`src/stbs_pkg.sv`:
```
// Shared constants and controller/datapath interface types for the sorted table search block.
package stbs_pkg;

   // Default sizes of the key table
   localparam int DEF_MAX_ENTRIES = 256;
   localparam int DEF_KEY_WIDTH   = 16;

   // Fixed field widths of the transaction payloads
   localparam int IDX_W    = 8;
   localparam int KEY_IN_W = 16;
   localparam int CSR_W    = 9;
   localparam int REQ_DATA_W = IDX_W + KEY_IN_W;
   localparam int RSP_DATA_W = IDX_W;

   // Request kinds carried on req_tuser
   localparam logic REQ_WRITE  = 1'b0;
   localparam logic REQ_LOOKUP = 1'b1;

   // Lookup status carried on rsp_tuser
   localparam logic STATUS_FOUND     = 1'b0;
   localparam logic STATUS_NOT_FOUND = 1'b1;

   // Commands from the controller to the datapath
   typedef struct packed {
      logic write;      // store the request key into the table
      logic start;      // latch the lookup key and open the full window
      logic step;       // take the compare outcome of the current probe
      logic resp_load;  // load the output register with the result
   } ctrl_cmd_type;

   // Status from the datapath to the controller
   typedef struct packed {
      logic window_empty;  // no entries left to probe
      logic key_hit;       // probed entry equals the lookup key
      logic rsp_free;      // output register can take a new result
   } dp_status_type;

endpackage

```
`src/stbs_ctrl.sv`:
```
// Controller state machine sequencing table writes and binary search probes.
module stbs_ctrl
   import stbs_pkg::*;
(
   input  logic          clock,
   input  logic          reset,
   input  logic          req_tvalid,
   input  logic          req_tuser,
   output logic          req_tready,
   output ctrl_cmd_type  cmd,
   input  dp_status_type sts
);

   typedef enum logic [3:0] {
      ST_IDLE = 4'b0001,
      ST_READ = 4'b0010,
      ST_CMP  = 4'b0100,
      ST_RESP = 4'b1000
   } state_type;

   state_type state_ff, state_in;
   logic      accept;

   assign req_tready = (state_ff == ST_IDLE);
   assign accept     = req_tvalid && req_tready;

   always_comb begin
      state_in = state_ff;
      cmd      = '0;
      case (state_ff)
         ST_IDLE: begin
            if (accept) begin
               if (req_tuser == REQ_WRITE) begin
                  cmd.write = 1'b1;
               end else begin
                  cmd.start = 1'b1;
                  state_in  = ST_READ;
               end
            end
         end
         ST_READ: begin
            // Read address is the window midpoint; stop once the window is empty
            state_in = sts.window_empty ? ST_RESP : ST_CMP;
         end
         ST_CMP: begin
            cmd.step = 1'b1;
            state_in = sts.key_hit ? ST_RESP : ST_READ;
         end
         ST_RESP: begin
            if (sts.rsp_free) begin
               cmd.resp_load = 1'b1;
               state_in      = ST_IDLE;
            end
         end
         default: begin
            state_in = ST_IDLE;
         end
      endcase
   end

   always_ff @(posedge clock) begin
      if (reset) begin
         state_ff <= ST_IDLE;
      end else begin
         state_ff <= state_in;
      end
   end

endmodule

```
`config.mk`:
```
export PLATFORM = sky130hd
export DESIGN_NAME = stbs_ctrl
export DESIGN_NICKNAME = d
export VERILOG_FILES = /design/src/stbs_pkg.sv /design/src/stbs_ctrl.sv
export SDC_FILE = /design/constraint.sdc
export NUM_CORES = 1
export LEC_CHECK = 0
export BUFFER_PORTS_ARGS = -buffer_cell sky130_fd_sc_hd__buf_2
export CAP_MARGIN = 40
export CORE_AREA = 2 2 39 41
export CTS_CLUSTER_SIZE = 8
export DETAILED_ROUTE_END_ITERATION = 7
export DIE_AREA = 0 0 41 43
export GPL_TIMING_DRIVEN = 0
export PLACE_DENSITY = 0.48
export SYNTH_ARGS = -nofsm -noshare
export SYNTH_HDL_FRONTEND = slang
export SYNTH_SLANG_ARGS = --single-unit
```
`constraint.sdc`:
```
create_clock -name clock -period 1.5 [get_ports clock]
set_clock_uncertainty 0.15 [all_clocks]
set_input_delay 0.3 -clock clock [delete_from_list [all_inputs] [get_ports clock]]
set_output_delay 0.3 -clock clock [all_outputs]
set_load 0.05 [all_outputs]
```
Word-level counts from Yosys, hierarchy flattened
Cells that the tools add are included.
{"block": "op_classes", "n_addsub": 0, "n_mul": 0, "div": 0, "order_cmp": 0, "n_eq_ne": 7, "shifts": 0, "muxes": 13, "bitwise": 0, "reduce_logical": 2}
{"cell": "two-way mux 4 bit", "count": 5}
{"cell": "case mux 4 bit (4 select lines)", "count": 1}
{"cell": "two-way mux 1 bit", "count": 5}
{"cell": "equality test 4 x 1 -> 1 bit (second input constant)", "count": 1}
{"cell": "equality test 4 x 2 -> 1 bit (second input constant)", "count": 1}
{"cell": "equality test 4 x 3 -> 1 bit (second input constant)", "count": 1}
{"cell": "equality test 4 bit (second input constant)", "count": 1}
{"cell": "two-way mux 2 bit", "count": 2}
{"cell": "inequality test 2 bit (second input constant)", "count": 2}
{"cell": "AND reduction 3 bit", "count": 1}
{"cell": "inequality test 2 x 1 -> 1 bit (second input constant)", "count": 1}
{"cell": "logical AND 1 bit", "count": 1}
{"block": "totals", "regBits": 4, "latch_bits": 0, "ram_bits": 0, "rom_bits": 0, "output_inout_bits": 5, "n_memories": 0}

Depth between registers and ports, before layout
Gate-level depths: netlist (run 1).
{"block": "depth", "depth_word": 4, "depth_mapped": 3, "ltp_nobuf": 3}

Least setup slack after synthesis (run 1)
No wires, ideal clock.
{"block": "synth_timing", "kind": "reg-to-output", "start": "register state_ff[2]", "end": "output port cmd[3] (netlist name)", "t_arrival_ps": 1693, "slack_ps": -643, "path_stages_with_launch": 3, "path_buffers": 0, "path_cell_list": "dfxtp_1 > nor4b_4 > and3b_1"}
{"item": "start: declaration", "line_no": "stbs_ctrl.sv:21", "text": "state_type state_ff, state_in;"}
{"item": "start signal: assignment", "line_no": "stbs_ctrl.sv:65", "text": "state_ff <= state_in;"}
{"item": "end: declaration", "line_no": "stbs_ctrl.sv:10", "text": "output ctrl_cmd_type cmd,"}

==> results_dict.tcl, run 1 <==
set metrics [dict create \
    status "finished, violations left" \
    violations "setup timing" \
    finalSetupViolations 5 \
    largest_register "state_ff" \
    critPathRequiredTime_ns 1.05 \
    largestRegisters "state_ff (4)" \
    avgRoutedWirePerCell_um 13.3 \
    synth_cell_types 19 \
    fill_cells 145 \
    slew_headroom_pct 78.6 \
    drc 0 \
    worst_slew_pin_slew_ns 0.320 \
    fp.dieH_um 43 \
    powerDensity_mw_per_mm2 773 \
    syn_nets 32 \
    synth_top_area_cell "dfxtp_1" \
    rows 14 \
    drt_wl_total_um 811 \
    cts_buffer_depth 2 \
    netlist_area_um2 254 \
    cts_tree "built" \
    design_area_um2 485 \
    hold_class "in2reg" \
    dr.first_iter.drc_count 5 \
    grt_pass1_wl_mm 1.14 \
    die_area_mm2 0.00176 \
    min_path_cells 2 \
    path_clk_slew_ns 0.03 \
    htreeDepth 1 \
    start_util_pct 18.4 \
    totalPowerFinal_w 0.000375 \
    cp-start-kind "register" \
    leakagePower_nw 0.210 \
    ir_worst_vdd_uv 299 \
    endpoint_kind "output pin" \
    crit_path_start "state_ff[1]" \
    globalRoute.totalOverflow 0 \
    hold_viol 0 \
    ant_nets 0 \
    largest_reg_flops 4 \
    fmaxAchievable_mhz 563 \
    pin_count 12 \
    antenna_found_initial 0 \
    core_mm2 0.00138 \
    fin_crit_sh_pct 118 \
    final_cell_mix "buf_2 (6), buf_6 (4), buf_4 (4)" \
    register_area_um2 92.6 \
    yosysSeqAreaShare_pct 31.5 \
    diodes 0 \
    die_w_um 41 \
    ys_ff_latch 4 \
    final_layout_size_suffix_gt1_share_pct 71.1 \
    first_pass_iters 4 \
    viasPerCell 4.90 \
    cp_data_arrival_time_ns 1.33 \
    hpwl_um 438 \
    final-max-slew-violation-count 0 \
    cp_max_fo 7 \
    cap_violations 0 \
    hp-start "reset" \
    root_buffer "clkbuf_4" \
    port_buffers 11 \
    rr_worst_depth 5 \
    grt_setup_unrepaired "yes" \
    globalRouteTotalUtil_pct 10.8 \
    grt_start_max_net_pins 9 \
    synth_area_leaders "dfxtp_1 (32%), nor4b_4 (9.4%), nor3_1 (5.9%), nand3b_1 (5.9%), nor4b_2 (5.9%)" \
    grt_pass1_vias 283 \
    area_growth_pct 91.1 \
    synth.avg_cell_area_um2 10.2 \
    dpl_cell_area_um2 335 \
    yosysWarnings 0 \
    synthesis.instances 25 \
    synth_top_area_share_pct 31.5 \
    cts_sinks 4 \
    setup_ws_ns -0.277 \
    r2r-start "state_ff[1]" \
    crit_type "reg2out" \
    min_period_ns 1.78 \
    multi_input_area_um2 196 \
    gp_congestion 0.617 \
    pre_cts_ws_ns -0.132 \
    final_common_cell "buf_2" \
    cts_buffers 3 \
    nets 54 \
    vias 299 \
    clk_latency_ns 0.24 \
]
## worst max-delay path, cell delays in order, from the launching register on
cell and delay, ns:
dfxtp_4 0.36, nor4b_4 0.34, and3b_2 0.24, buf_8 0.14
## layer usage
layer	routed length [um]	part of all wire [%]	GRT usage (%)	up-vias
met5	0	0	0	-
met3	71	8.8	6.28	2
met1	278	34	10.0	138
met4	13	1.6	8.00	0
li1	-	-	-	142
met2	447	55	16.3	17
## worst paths after layout
kind            endpoint  slack [ns]
min          state_ff[1]        0.12
max               cmd[3]       -0.28
min reg2reg  state_ff[2]        0.37
max reg2reg  state_ff[1]        0.01
## area by class of cell
| type | count | share of cell area, % |
|---|---|---|
| Inverter | 1 | 0.773 |
| Sequential cell | 4 | 19.1 |
| Multi-Input combinational cell | 20 | 40.5 |
| Clock buffer | 3 | 4.64 |
| Timing Repair Buffer | 17 | 30.9 |
| Tap cell | 16 | 4.12 |
## power breakdown
part / switching (W) / internal (W)
clock: 0.0000486 / 0.0000898
combinational: 0.0000569 / 0.0000596
sequential: 0.0000110 / 0.000110
total: 0.000117 / 0.000259
## cells by family after synthesis
| logic type | Yosys count | share of synthesized area [%] |
|---|---|---|
| AO/OA/AOI/OAI | 5 | 14.3 |
| XOR/XNOR | 1 | 3.45 |
| buffers and inverters | 1 | 1.48 |
| flip-flops | 4 | 31.5 |
| AND/OR/NAND/NOR | 14 | 49.3 |
## Yosys cell counts
| master | instances |
|---|---|
| nor2_1 | 1 |
| and4bb_1 | 1 |
| nor3_1 | 3 |
| a211oi_1 | 1 |
| xnor2_1 | 1 |
| o21a_1 | 1 |
| o31ai_1 | 1 |
| a21oi_1 | 1 |
| nor4b_4 | 1 |
| and4b_2 | 1 |
| nand3b_1 | 2 |
| and3b_1 | 1 |
| nand2_1 | 1 |
| and3_1 | 1 |
| dfxtp_1 | 4 |
| inv_1 | 1 |
| or4b_1 | 1 |
| nor4b_2 | 1 |
| a32oi_1 | 1 |
## stage by stage
step | instances | setup TNS [ns] | util [%] | hold slack, ns
3_5_place_dp | 52 | -0.337 | 24.2 | 0.364
4_1_cts | 60 | -1.01 | 32.3 | 0.112
5_1_grt | 61 | -1.40 | 35.1 | 0.119
3_3_place_gp | 52 | -0.343 | 24.2 | 0.363
2_1_floorplan | 25 | -2.49 | - | 0.222
6_report | 61 | -1.05 | 35.1 | 0.116
## timing repair
item | 4_1_cts | 5_1_grt
gates resized for setup | 17 | 6
pin swaps | 4 | 4
hold buffers | 0 | 0
setup endpoints to repair | 5 | 6
buffers inserted | 6 | 2
No activity file was read; power rests on OpenSTA's default activity.
==> run 2, diff against run 1 <==
Settings changed: GPL_TIMING_DRIVEN 0 to unset.
Clock period 1.5 ns to 2.3 ns, I/O delays scaled along.
==> run 2 against run 1 <==
Net effect:
- sequential cell count stayed put
- hold slack better by 0.17 ns
- highest routed layer is now met3
- clock power is 39% lower
- first-iteration DRC count is 100% lower
- the run now ends clean
- routed wire length is 30% lower
- largest power group unchanged
- sequential share of layout area is 3.6 points higher
- register-to-register slack better by 0.90 ns
- cell count is 9.8% lower
- via count is 18% lower
- combinational power is 57% lower
- critical endpoint unchanged
- setup slack better by 0.47 ns
- critical path type unchanged
==> results_dict.tcl, run 2 (synthesis results as in run 1) <==
set metrics [dict create \
    final_common_cell "buf_2" \
    leakagePower_nw 0.161 \
    largest_register "state_ff" \
    final_layout_size_suffix_gt1_share_pct 46.2 \
    cts_buffer_depth 2 \
    cts_sinks 4 \
    cts_buffers 3 \
    fmaxAchievable_mhz 474 \
    grt_start_max_net_pins 9 \
    globalRouteTotalUtil_pct 7.33 \
    placedCellCount 52 \
    endpoint_kind "output pin" \
    min_period_ns 2.11 \
    hold_viol 0 \
    seq_power_share_pct 36.8 \
    grt_setup_unrepaired "no" \
    cts_tree "built" \
    fin_crit_sh_pct 91.7 \
    cap_violations 0 \
    antenna_found_initial 0 \
    powerDensity_mw_per_mm2 606 \
    dr.first_iter.drc_count 0 \
    finalSetupViolations 0 \
    setup_tns_ns 0 \
    hpwl_um 444 \
    drt_wl_total_um 567 \
    viasPerCell 4.47 \
    worst_hold_slack_ns 0.289 \
    worst_slew_pin_slew_ns 0.328 \
    final_cell_mix "buf_2 (11), dfxtp_1 (4), nor3_1 (3), clkbuf_4 (3), nand3b_1 (2)" \
    reg2reg_to "state_ff[1]" \
    drc 0 \
    p_comb_share_pct 23.7 \
    globalRoute.totalOverflow 0 \
    critPathRequiredTime_ns 1.69 \
    area_growth_pct 38.9 \
    cts_resized 0 \
    nets 48 \
    die_area_mm2 0.00176 \
    core_mm2 0.00138 \
    pin_count 12 \
    swShare_pct 29.6 \
    cp-endpoint "cmd[3]" \
    rr_worst_depth 3 \
    cp_data_arrival_time_ns 1.50 \
    vias 246 \
    cp-start-kind "register" \
    r2r_slack_ns 0.91 \
    gp_congestion 0.644 \
    htreeDepth 1 \
    root_buffer "clkbuf_4" \
    setup_ws_ns 0.191 \
    first_pass_iters 1 \
    p_clk_share_pct 39.5 \
    final_cells 55 \
    start_util_pct 18.4 \
    grt_pass1_vias 209 \
    status "finished, final reports clean" \
    cts.hold.buffers_added 0 \
    hold_class "in2reg" \
    rows 14 \
    power_switching_w 0.0000633 \
    postCtsSetupBuffers 0 \
    crit_path_start "state_ff[1]" \
    largestRegisters "state_ff (4)" \
    die_w_um 41 \
    final-max-slew-violation-count 0 \
    largest_reg_flops 4 \
    internal-power_w 0.000151 \
    clk_latency_ns 0.23 \
    ant_nets 0 \
    slew_headroom_pct 78.1 \
    port_buffers 11 \
    pre_cts_ws_ns 0.435 \
    crit_type "reg2out" \
    diodes 0 \
    cp_max_fo 7 \
    path_clk_slew_ns 0.04 \
    grt_pass1_wl_um 821 \
    fp.dieH_um 43 \
    avgRoutedWirePerCell_um 10.3 \
    ir_worst_vdd_uv 213 \
    r2r-start "state_ff[1]" \
]
[run 2: stage by stage]
| stage | utilization, % | power, W | cell area (um^2) |
|---|---|---|---|
| after floorplan | - | 0.000116 | 255 |
| after global placement | 23.9 | 0.000131 | 330 |
| after detailed placement | 23.9 | 0.000131 | 330 |
| after CTS | 25.5 | 0.000220 | 353 |
| after global routing | 25.5 | 0.000228 | 353 |
| final | 25.5 | 0.000214 | 353 |
[run 2: final cells by class]
cell class              count  area (um^2)
fillers                   161         1030
multi-input cells          20          171
flip-flops and latches      4         80.1
repair buffers             11         55.1
clock buffers               3         22.5
well taps                  16         20.0
inverters                   1         3.75
[run 2: power by group through the flow]
| stage | Sequential, W | Combinational (W) | Clock [W] |
|---|---|---|---|
| 2_1_floorplan | 0.0000784 | 0.0000375 | 0 |
| 3_3_place_gp | 0.0000795 | 0.0000511 | 0 |
| 3_5_place_dp | 0.0000796 | 0.0000509 | 0 |
| 4_1_cts | 0.0000785 | 0.0000510 | 0.0000909 |
| 5_1_grt | 0.0000789 | 0.0000553 | 0.0000933 |
| 6_report | 0.0000788 | 0.0000507 | 0.0000844 |
[run 2: metal layers]
layer	share of wire (%)	GRT usage (%)	up-vias
met3	11	4.71	0
met5	0	0	-
met2	40	9.06	10
met1	49	9.32	104
li1	-	-	132
met4	0	4.00	0
[run 2: worst max-delay path, cell delays in order, from the launching register on]
cell	delay [ns]
dfxtp_1	0.39
nor4b_4	0.40
and3b_2	0.23
buf_2	0.25
[run 2: how the worst min path moves through the flow]
stage          cells past startpoint  slack, ns   startpoint           to
5_1_grt                            2       0.30        reset  state_ff[1]
3_3_place_gp                       1       0.46  state_ff[3]  state_ff[2]
6_report                           2       0.29        reset  state_ff[1]
3_5_place_dp                       1       0.44  state_ff[2]  state_ff[2]
4_1_cts                            2       0.28        reset  state_ff[1]
2_1_floorplan                      1       0.39        reset  state_ff[1]
